--- src/rtl/core/hlm_pkg.sv ---
`timescale 1ns / 1ps
// ----------------------------------------------------------------------------
// hlm_pkg
// Shared widths, codes and reset constants for the heartbeat liveness monitor.
// ----------------------------------------------------------------------------
package hlm_pkg;

  localparam int NODES   = 4;
  localparam int ID_W    = 11;
  localparam int TIME_W  = 32;
  localparam int MS_W    = 16;
  localparam int BYTE_W  = 8;
  localparam int OP_W    = 2;
  localparam int CFG_IDX_W  = 3;
  localparam int CFG_DATA_W = 16;

  // Item opcodes
  localparam logic [OP_W-1:0] OP_TICK  = 2'd0;
  localparam logic [OP_W-1:0] OP_FRAME = 2'd1;
  localparam logic [OP_W-1:0] OP_QUERY = 2'd2;

  // Register indexes
  localparam logic [CFG_IDX_W-1:0] CFG_OWN_BASE  = 3'd0;
  localparam logic [CFG_IDX_W-1:0] CFG_HB_OFFSET = 3'd1;
  localparam logic [CFG_IDX_W-1:0] CFG_NODE_ID_0 = 3'd2;
  localparam logic [CFG_IDX_W-1:0] CFG_NODE_ID_1 = 3'd3;
  localparam logic [CFG_IDX_W-1:0] CFG_NODE_ID_2 = 3'd4;
  localparam logic [CFG_IDX_W-1:0] CFG_NODE_ID_3 = 3'd5;
  localparam logic [CFG_IDX_W-1:0] CFG_TIMEOUT   = 3'd6;
  localparam logic [CFG_IDX_W-1:0] CFG_PERIOD    = 3'd7;

  localparam logic [BYTE_W-1:0] HB_CHECK_BYTE = 8'h22;
  localparam logic [MS_W-1:0]   TIMEOUT_RST   = 16'd1000;
  localparam logic [MS_W-1:0]   PERIOD_RST    = 16'd200;

  typedef logic [ID_W-1:0]   id_t;
  typedef logic [TIME_W-1:0] ms_t;

  typedef struct packed {
    logic send_request;
    id_t  send_id;
    logic query_stale;
    logic any_stale;
  } result_t;

endpackage

--- src/rtl/core/hlm_if.sv ---
`timescale 1ns / 1ps
// ----------------------------------------------------------------------------
// hlm_cmd_if / hlm_rsp_if
// Valid/ready channels carrying monitor items and monitor results.
// ----------------------------------------------------------------------------
interface hlm_cmd_if import hlm_pkg::*; ();
  logic              valid;
  logic              ready;
  logic [OP_W-1:0]   op;
  logic [ID_W-1:0]   frame_id;
  logic [BYTE_W-1:0] first_byte;
  logic [ID_W-1:0]   query_base;

  modport source (output valid, op, frame_id, first_byte, query_base, input ready);
  modport sink   (input valid, op, frame_id, first_byte, query_base, output ready);
endinterface

interface hlm_rsp_if import hlm_pkg::*; ();
  logic            valid;
  logic            ready;
  logic            send_request;
  logic [ID_W-1:0] send_id;
  logic            query_stale;
  logic            any_stale;

  modport source (output valid, send_request, send_id, query_stale, any_stale,
                  input ready);
  modport sink   (input valid, send_request, send_id, query_stale, any_stale,
                  output ready);
endinterface

--- src/rtl/core/heartbeat_liveness_monitor_unit.sv ---
`timescale 1ns / 1ps
// ----------------------------------------------------------------------------
// heartbeat_liveness_monitor_unit
// Tracks heartbeats of up to four watched nodes against a millisecond clock,
// paces this node's own heartbeat and answers staleness queries.
//
//   channel  dir  handshake          carries
//   -------  ---  -----------------  -----------------------------------------
//   cmd      in   valid/ready        op, frame_id, first_byte, query_base
//   rsp      out  valid/ready        send_request, send_id, query_stale,
//                                    any_stale
//   cfg      in   cfg_wen (no wait)  cfg_index, cfg_data
//
// Every item is finished in the cycle it is accepted: the slot compares and
// the clock/send adders sit between the channel and the result register, so
// one item per cycle is sustained while rsp is not stalled. A two-deep result
// buffer (output register plus skid) lets cmd take one more item after rsp
// stalls; cmd.ready drops only while the skid entry is full. Reset (rst,
// synchronous) clears clock, stamps, send time, valid flags; config to defaults.
// ----------------------------------------------------------------------------
module heartbeat_liveness_monitor_unit
  import hlm_pkg::*;
(
  input  logic                  clk,
  input  logic                  rst,
  hlm_cmd_if.sink               cmd,
  hlm_rsp_if.source             rsp,
  input  logic                  cfg_wen,
  input  logic [CFG_IDX_W-1:0]  cfg_index,
  input  logic [CFG_DATA_W-1:0] cfg_data
);

  // Configuration registers
  id_t             own_base;
  id_t             hb_offset;
  id_t             node_id [NODES];
  logic [MS_W-1:0] stale_limit;
  logic [MS_W-1:0] period_ms;

  // Monitor state
  ms_t now_ms, now_ms_next;
  ms_t last_send, last_send_next;
  ms_t last_seen [NODES];
  ms_t last_seen_next [NODES];

  // Result buffer
  logic    out_valid;
  result_t out_data;
  logic    skid_valid;
  result_t skid_data;
  result_t res;

  logic accept;
  id_t  self_id;
  id_t  query_id;
  ms_t  send_due;
  logic frame_ok;

  assign self_id  = own_base + hb_offset;   // 11-bit wrap
  assign query_id = cmd.query_base + hb_offset;
  assign cmd.ready = !skid_valid;
  assign accept    = cmd.valid && cmd.ready;

  assign send_due = {{(TIME_W-MS_W){1'b0}}, period_ms} + last_send;
  assign frame_ok = (cmd.frame_id != '0) && (cmd.frame_id != self_id) &&
                    (cmd.first_byte == HB_CHECK_BYTE);

  // --------------------------------------------------------------------------
  // Next state and result for the item on the cmd channel
  // --------------------------------------------------------------------------
  always_comb begin
    ms_t  expiry;
    ms_t  expiry_next;
    expiry         = '0;
    expiry_next    = '0;
    now_ms_next    = now_ms;
    last_send_next = last_send;
    for (int i = 0; i < NODES; i++) begin
      last_seen_next[i] = last_seen[i];
    end
    res = '0;

    case (cmd.op)
      OP_TICK: begin
        // Advance the clock, then fire the own heartbeat once the period passes
        now_ms_next = now_ms + 1'b1;
        if (now_ms_next > send_due) begin
          res.send_request = 1'b1;
          res.send_id      = self_id;
          last_send_next   = now_ms_next;
        end
      end
      OP_FRAME: begin
        // Stamp every slot that watches this id, if the frame passes the id and check-byte test
        for (int i = 0; i < NODES; i++) begin
          if (frame_ok && node_id[i] == cmd.frame_id) begin
            last_seen_next[i] = now_ms;
          end
        end
      end
      OP_QUERY: begin
        // Stale unless some matching slot is still inside its window
        res.query_stale = 1'b1;
        for (int i = 0; i < NODES; i++) begin
          expiry = last_seen[i] + {{(TIME_W-MS_W){1'b0}}, stale_limit};
          if (node_id[i] == query_id && now_ms < expiry) begin
            res.query_stale = 1'b0;
          end
        end
      end
      default: begin
        // Unused opcode: no state change
      end
    endcase

    // Expiry summary is taken over the state this item leaves behind
    for (int i = 0; i < NODES; i++) begin
      expiry_next = last_seen_next[i] + {{(TIME_W-MS_W){1'b0}}, stale_limit};
      if (node_id[i] != self_id && now_ms_next > expiry_next) begin
        res.any_stale = 1'b1;
      end
    end
  end

  // --------------------------------------------------------------------------
  // Configuration writes
  // --------------------------------------------------------------------------
  always_ff @(posedge clk) begin
    if (rst) begin
      own_base    <= '0;
      hb_offset   <= '0;
      stale_limit <= TIMEOUT_RST;
      period_ms   <= PERIOD_RST;
      for (int i = 0; i < NODES; i++) begin
        node_id[i] <= '0;
      end
    end else if (cfg_wen) begin
      case (cfg_index)
        CFG_OWN_BASE:  own_base    <= cfg_data[ID_W-1:0];
        CFG_HB_OFFSET: hb_offset   <= cfg_data[ID_W-1:0];
        CFG_TIMEOUT:   stale_limit <= cfg_data[MS_W-1:0];
        CFG_PERIOD:    period_ms   <= cfg_data[MS_W-1:0];
        default: begin
          // Slot identifiers occupy consecutive indexes
          for (int i = 0; i < NODES; i++) begin
            if (cfg_index == CFG_NODE_ID_0 + CFG_IDX_W'(i)) begin
              node_id[i] <= cfg_data[ID_W-1:0];
            end
          end
        end
      endcase
    end
  end

  // --------------------------------------------------------------------------
  // State update on accept
  // --------------------------------------------------------------------------
  always_ff @(posedge clk) begin
    if (rst) begin
      now_ms    <= '0;
      last_send <= '0;
      for (int i = 0; i < NODES; i++) begin
        last_seen[i] <= '0;
      end
    end else if (accept) begin
      now_ms    <= now_ms_next;
      last_send <= last_send_next;
      for (int i = 0; i < NODES; i++) begin
        last_seen[i] <= last_seen_next[i];
      end
    end
  end

  // --------------------------------------------------------------------------
  // Result register with skid entry
  // --------------------------------------------------------------------------
  always_ff @(posedge clk) begin
    if (rst) begin
      out_valid  <= 1'b0;
      skid_valid <= 1'b0;
    end else if (accept) begin
      // skid is empty here, since cmd.ready requires it
      if (!out_valid || rsp.ready) begin
        out_valid <= 1'b1;
      end else begin
        skid_valid <= 1'b1;
      end
    end else if (out_valid && rsp.ready) begin
      // Drain skid into the output, or drop valid
      out_valid  <= skid_valid;
      skid_valid <= 1'b0;
    end
  end

  always_ff @(posedge clk) begin
    if (accept) begin
      if (!out_valid || rsp.ready) begin
        out_data <= res;
      end else begin
        skid_data <= res;
      end
    end else if (out_valid && rsp.ready && skid_valid) begin
      out_data <= skid_data;
    end
  end

  assign rsp.valid        = out_valid;
  assign rsp.send_request = out_data.send_request;
  assign rsp.send_id      = out_data.send_id;
  assign rsp.query_stale  = out_data.query_stale;
  assign rsp.any_stale    = out_data.any_stale;

  // --------------------------------------------------------------------------
  // Assertions
  // --------------------------------------------------------------------------
  a_skid_implies_out: assert property (@(posedge clk) disable iff (rst)
    skid_valid |-> out_valid)
    else $error("skid entry held while output register empty");

  a_tick_advances: assert property (@(posedge clk) disable iff (rst)
    accept && cmd.op == OP_TICK |=> now_ms == $past(now_ms) + 1'b1)
    else $error("tick did not advance the clock");

  a_nontick_holds: assert property (@(posedge clk) disable iff (rst)
    accept && cmd.op != OP_TICK |=> $stable(now_ms) && $stable(last_send))
    else $error("clock or send time moved without a tick");

  a_quiet_send_id: assert property (@(posedge clk) disable iff (rst)
    out_valid && !out_data.send_request |-> out_data.send_id == '0)
    else $error("send id set without send request");

endmodule
--- src/flat_wrapper.sv ---
// flat-port wrapper written by rule: the top's interface ports become plain ports
module heartbeat_liveness_monitor_unit_flat import hlm_pkg::*;
  (clk, rst, cfg_wen, cfg_index, cfg_data, cmd_valid, cmd_op, cmd_frame_id, cmd_first_byte, cmd_query_base, cmd_ready, rsp_valid, rsp_send_request, rsp_send_id, rsp_query_stale, rsp_any_stale, rsp_ready);
  hlm_cmd_if cmd_i ();
  hlm_rsp_if rsp_i ();
  input  logic clk;
  input  logic rst;
  input  logic cfg_wen;
  input  logic [CFG_IDX_W-1:0] cfg_index;
  input  logic [CFG_DATA_W-1:0] cfg_data;
  input wire logic [$bits(cmd_i.valid)-1:0] cmd_valid;
  input wire logic [$bits(cmd_i.op)-1:0] cmd_op;
  input wire logic [$bits(cmd_i.frame_id)-1:0] cmd_frame_id;
  input wire logic [$bits(cmd_i.first_byte)-1:0] cmd_first_byte;
  input wire logic [$bits(cmd_i.query_base)-1:0] cmd_query_base;
  output wire logic [$bits(cmd_i.ready)-1:0] cmd_ready;
  output wire logic [$bits(rsp_i.valid)-1:0] rsp_valid;
  output wire logic [$bits(rsp_i.send_request)-1:0] rsp_send_request;
  output wire logic [$bits(rsp_i.send_id)-1:0] rsp_send_id;
  output wire logic [$bits(rsp_i.query_stale)-1:0] rsp_query_stale;
  output wire logic [$bits(rsp_i.any_stale)-1:0] rsp_any_stale;
  input wire logic [$bits(rsp_i.ready)-1:0] rsp_ready;
  assign cmd_i.valid = cmd_valid;
  assign cmd_i.op = cmd_op;
  assign cmd_i.frame_id = cmd_frame_id;
  assign cmd_i.first_byte = cmd_first_byte;
  assign cmd_i.query_base = cmd_query_base;
  assign cmd_ready = cmd_i.ready;
  assign rsp_valid = rsp_i.valid;
  assign rsp_send_request = rsp_i.send_request;
  assign rsp_send_id = rsp_i.send_id;
  assign rsp_query_stale = rsp_i.query_stale;
  assign rsp_any_stale = rsp_i.any_stale;
  assign rsp_i.ready = rsp_ready;
  heartbeat_liveness_monitor_unit u_core (.clk(clk), .rst(rst), .cmd(cmd_i), .rsp(rsp_i), .cfg_wen(cfg_wen), .cfg_index(cfg_index), .cfg_data(cfg_data));
endmodule
--- config.mk ---
export PLATFORM = sky130hd
export DESIGN_NAME = heartbeat_liveness_monitor_unit_flat
export DESIGN_NICKNAME = d
export VERILOG_FILES = /design/src/rtl/core/hlm_pkg.sv /design/src/rtl/core/hlm_if.sv /design/src/rtl/core/heartbeat_liveness_monitor_unit.sv /design/src/flat_wrapper.sv
export SDC_FILE = /design/constraint.sdc
export NUM_CORES = 2
export LEC_CHECK = 0
export ABC_AREA = 1
export BUFFER_PORTS_ARGS = -buffer_cell sky130_fd_sc_hd__buf_2
export CAP_MARGIN = 30
export CORE_AREA = 4 4 238 240
export CTS_BUF_LIST = sky130_fd_sc_hd__clkbuf_2
export CTS_CLUSTER_DIAMETER = 40
export CTS_CLUSTER_SIZE = 10
export DETAILED_ROUTE_END_ITERATION = 12
export DIE_AREA = 0 0 242 244
export PLACE_DENSITY = 0.76
export SLEW_MARGIN = 20
export SYNTH_ARGS = -nofsm -noshare
export SYNTH_HDL_FRONTEND = slang
export SYNTH_SLANG_ARGS = --single-unit
--- constraint.sdc ---
create_clock -name clk -period 8.4 [get_ports clk]
set_clock_uncertainty 0.1 [all_clocks]
set_input_delay 0 -clock clk [delete_from_list [all_inputs] [get_ports clk]]
set_output_delay 0 -clock clk [all_outputs]
set_load 0.05 [all_outputs]
# --- Word-level counts from Yosys, hierarchy flattened ---
# Memories as Yosys holds them, arrays and structs flattened.
# Index checks and enable logic that the tools add are counted.
word_totals:
  register_bits: 148
  mem_bits_rw: 172
  out_inout_bits: 16
  wordCells: 167
  n_memories: 2
memory_table:
  columns: ["memory", "depth", "width", "read_ports", "rd_ports_with_merged_regs", "write_ports", "line", "text"]
  rows:
  - ["u_core.last_seen", 4, 32, 4, 0, 4, "heartbeat_liveness_monitor_unit.sv:43", "ms_t last_seen [NODES];"]
  - ["u_core.node_id", 4, 11, 4, 0, 4, "heartbeat_liveness_monitor_unit.sv:36", "id_t node_id [NODES];"]
classes:
  add_sub_neg: 12
  magnitude_cmp: 9
  n_eq_ne: 25
  mux: 59
  bitwise: 9
  reduce_logical: 35
op_table:
  columns: ["op", "n"]
  rows:
  - ["$mux W32", 9]
  - ["$add A32 B16 Y32", 8]
  - ["$gt A32 B32 Y1", 5]
  - ["$lt A32 B32 Y1", 4]
  - ["$mux W128", 1]
  - ["$eq A11 B11 Y1", 8]
  - ["$ne A11 B11 Y1", 5]
  - ["$mux W11", 4]
  - ["$mux W14", 3]
  - ["$mux W1", 40]
  - ["$add A16 B32 Y32", 1]
  - ["$add A32 B1 Y32 const B", 1]
  - ["$mux W12", 2]
  - ["$add A11 B11 Y11", 2]
  - ["$logic_and A1 B1 Y1", 17]
  - ["$reduce_and A2 Y1", 8]
  - ["$eq A3 B3 Y1 const B", 4]
  - ["$reduce_bool A11 Y1", 1]
  - ["$eq A8 B6 Y1 const B", 1]
  - ["$or A1 B1 Y1", 8]
  - ["$eq A3 B2 Y1 const B", 2]
  - ["$ne A2 B2 Y1 const B", 2]
  - ["$reduce_bool A2 Y1", 2]
  - ["$reduce_or A4 Y1", 1]
  - ["9 further kinds", 10]

# --- Depth between registers and ports, before layout ---
depth:
  depth_word: 16
  ltp_mapped: 51
  depth_no_buf: 48

# --- Least setup slack after synthesis ---
# No wires, ideal clock.
synth_timing:
  path_type: "register to register"
  from: "register u_core.hb_offset[0]"
  to: "register u_core.out_data (netlist bit u_core.rsp.any_stale), data pin"
  setup_time_ps: 253
  arrival_time_ps: 6474
  required_time_ps: 8047
  path_slack_ps: 1574
  path_stages_with_launch: 46
  path_buffers: 4
  path_cell_list: "dfxtp_1 ha_1 inv_1 fa_1 clkbuf_1 inv_1 nand2_1 nand4_1 nor2_1 nand3_1 nor2_1 nand2_1 nor2_1 nand3_2 buf_6 nand3_4 buf_6 inv_1 [... 10 more ...] a21boi_0 o21ai_0 a21boi_0 o21ai_0 nand2_1 nor2_4 nand2_2 nor2_1 nand2_1 nand2_1 ha_1 nand4_1 nor4_1 inv_1 o221ai_1 nand3_1 nand2_1 nand2_1"
synth_lines:
  columns: ["item", "line", "text"]
  rows:
  - ["from (decl)", "heartbeat_liveness_monitor_unit.sv:35", "id_t hb_offset;"]
  - ["from (signal assigned)", "heartbeat_liveness_monitor_unit.sv:140", "CFG_HB_OFFSET: hb_offset <= cfg_data[ID_W-1:0];"]
  - ["to (signal assigned)", "heartbeat_liveness_monitor_unit.sv:198", "out_data <= res;"]
  - ["to (signal assigned)", "heartbeat_liveness_monitor_unit.sv:203", "out_data <= skid_data;"]
  - ["to (decl)", "heartbeat_liveness_monitor_unit.sv:48", "result_t out_data;"]

==> results.txt <==
startpoint types: flop
switching part of the total: 0.3876
ys async rst share: 0
LEAKAGE: 17.08 nW
drt pass-1 iters: 6
first-pass GRT wire length: 165600 um
via count: 31.86k
Main synth FF type: edfxtp_1
Hold Crit Class: in2reg
Sw Pwr: 0.001781 W
Synth-to-Final Area Change: 10.42%
sequential fraction of the synthesis area: 0.2587
worst hold slack: 0.1069 ns
Int Pwr: 0.002815 W
antenna violations before repair: 3
Pins Over Slew Limit: 0
Hold Vio Cnt, Final: 0
Critical Path RT: 9.24 ns
Synth area leaders: edfxtp_1, ha_1, nand2_1
number of global-route vias before repair: 29.79k
Initial Utilization: 0.5946
share of post-route cells with drive strength above 1: 0.09159
reg2reg setup slack: 0.51 ns
die height: 244 um
number of buffers created by CTS: 59
status: finished, final reports clean
ANT nets after route: 0
number of synthesized register bits: 320
Max Root-Sink Buffers: 3
Site Rows: 86
Slew @ Worst Pin: 1.108 ns
hold_sp: cmd_valid
clock sink count: 320
Die ar.: 59050 um^2
Final Instance Area: 35890 um^2
DP Worst Slack: 0.1670 ns
Total GRT Usage: 0.3518
max cap viols: 0
total power: 0.004596 W
Comb power frac: 0.317
core area: 54660 um^2
Worst R2R Path Depth: 40
Post-Syn Nets: 4912
Worst-path clk slew: 0.18 ns
Final #Nets: 5107
Initial DRC Count: 3101
syn_area_per_cell: 7.394 um^2
Seq pwr share: 0.406
synth warn: 0
Clock power frac: 0.277
WL per Instance: 20.20 um
Reg-to-Reg End: u_core.rsp.any_stale$_DFFE_PP_
Worst Setup End Kind: flop
largest net degree at the start of global routing: 87
CP bufs+invs: 7
mapped cell area: 32500 um^2
top-area cell type share of the netlist area: 0.1848
Slowest-stage cell, CP: o41ai_1
final WL: 108000 um
cell count after synthesis: 4396
latest clock arrival within the worst-skew pair: 1.17 ns
commonest non-fill, non-tap cells in the layout: nand2_1, inv_1, ha_1
setup violators final: 0
kind of critical path: reg2reg
grt total ovfl: 0
number of synthesized flops with an enable pin: 200
final period utilization: 0.9397
Max FO, Critical Path: 26
cell mode on critical path: nand2_1
WHS Endpoint: u_core.rsp.send_id[9]$_DFFE_PP_
Final Wtd Congestion: 1.015
most common cell after layout, fill and taps aside: nand2_1
RR Startpoint: u_core.hb_offset[0]$_SDFFE_PP0P_
VDD IR max: 0.0001530 V
fmax: 0.1267 GHz
CTS tree: done
Synth cell types: 59
delay of the slowest cell on the worst path: 0.70 ns
Final Util: 0.6566
Slew HR: 0.2534
Vias/cell: 5.960
Root Buffer: clkbuf_2
Power Dens Cells: 128.1 nW/um^2
Crit path max-delay family: simple AND/OR/NAND/NOR gates
IO Pins: 72
Die X-Extent: 242 um
Tmin final: 7.894 ns
H-tree depth: 2
dpl hpwl: 82050 um
post-placement cell area: 33830 um^2
DRC viols: 0
cell taking the most area after synthesis: edfxtp_1
port bufs: 71
WHS Path Cells: 4
final setup margin: 0.5063 ns
Worst EP arrival: 8.74 ns
[cell families (layout without fill, tap and decap cells)]
group | count (synthesis) | in the layout | share of synthesized area
compound gates | 888 | 888 | 0.1565
xor+xnor | 354 | 354 | 0.09585
fa+ha+maj | 460 | 460 | 0.1796
buf+inv | 647 | 890 | 0.07660
flops | 320 | 320 | 0.2587
other cells | 0 | 2 | 0
simple gates | 1727 | 1728 | 0.2328
[worst min-delay path, delay by kind of cell]
family                 cells  cell delay [ns]
AOI/OAI and AO/OA          1             0.20
buffers and inverters      3             0.94
[Yosys cell counts (6+ instances only)]
master and count:
a31oi_1 11, o22ai_1 23, o2111ai_1 14, nand3b_1 7, nand2_2 12, o211ai_1 20
nor3_1 72, fa_1 11, nor2_1 401, nor4_1 28, inv_2 18, a21oi_1 396
nor2_2 20, ha_1 449, clkbuf_1 93, o21ai_0 215, o21ai_1 24, nand2_1 820
nand3_2 7, inv_1 503, o21a_1 10, buf_1 6, edfxtp_1 200, a211oi_1 88
a21o_1 8, a21boi_0 27, xnor2_1 117, o21bai_1 20, nand3_1 155, buf_2 16
or2_2 72, xor2_1 235, o221ai_1 13, nand4_1 115, dfxtp_1 120
[layout make-up]
class / count / area, um^2
diodes: 2 / 5.005
clock buffers: 66 / 330.3
clock inverters: 44 / 484.2
fillers: 4900 / 18770
inverters: 526 / 1997
multi-input cells: 3430 / 21740
flip-flops and latches: 320 / 8408
well taps: 704 / 880.8
repair buffers: 252 / 2037
repair inverters: 2 / 10.01
[power by group through the flow]
stage	combinational [W]	sequential [W]	clock (W)
global placement	0.00135	0.00190	0
CTS	0.00142	0.00186	0.00128
floorplan	0.000994	0.00189	0
detailed placement	0.00138	0.00190	0
finish	0.00146	0.00187	0.00127
global route	0.00163	0.00187	0.00135
[through the flow]
step	setup TNS (ns)	instances
after floorplan	0	4396
after global placement	0	5118
after detailed placement	0	5121
after CTS	0	5336
after global routing	-0.01971	5346
final	0	5346
[state kept, by name, indices dropped and copies added (netlist names)]
signal,count
u_core.rsp.send_id,11
u_core.now_ms,32
u_core.skid_valid,1
u_core.last_seen,128
u_core.period_ms,16
u_core.skid_data,14
u_core.node_id,44
u_core.rsp.any_stale,1
u_core.hb_offset,11
u_core.rsp.valid,1
u_core.rsp.query_stale,1
u_core.stale_limit,16
u_core.own_base,11
u_core.rsp.send_request,1
u_core.last_send,32
[routing by layer]
layer,global-route usage,vias to the layer above,share of wire
met4,0.1506,2,0.049
met5,0,-,0.00012
met2,0.5758,1451,0.45
met3,0.06184,337,0.092
met1,0.4603,14630,0.41
li1,-,15450,-
[how the worst max path moves through the flow]
stage | slack (ns) | cells past startpoint | endpoint | startpoint
floorplan | 1.57 | 45 | u_core.rsp.any_stale$_DFFE_PP_ | u_core.hb_offset[0]$_SDFFE_PP0P_
global placement | 0.32 | 44 | u_core.rsp.any_stale$_DFFE_PP_ | u_core.hb_offset[0]$_SDFFE_PP0P_
detailed placement | 0.17 | 44 | u_core.rsp.any_stale$_DFFE_PP_ | u_core.hb_offset[0]$_SDFFE_PP0P_
CTS | 0.14 | 44 | u_core.rsp.any_stale$_DFFE_PP_ | u_core.hb_offset[0]$_SDFFE_PP0P_
global route | -0.02 | 45 | u_core.rsp.any_stale$_DFFE_PP_ | u_core.hb_offset[0]$_SDFFE_PP0P_
finish | 0.51 | 40 | u_core.rsp.any_stale$_DFFE_PP_ | u_core.hb_offset[0]$_SDFFE_PP0P_
[timing repair]
| item | CTS | global route |
|---|---|---|
| endpoints found under the setup margin | 0 | 2 |
| resized for setup | 0 | 37 |
| hold endpoints to repair | 417 | 0 |
| buffers inserted | 0 | 4 |
| hold buffers | 105 | 0 |
No activity file was read; power rests on OpenSTA's default activity.
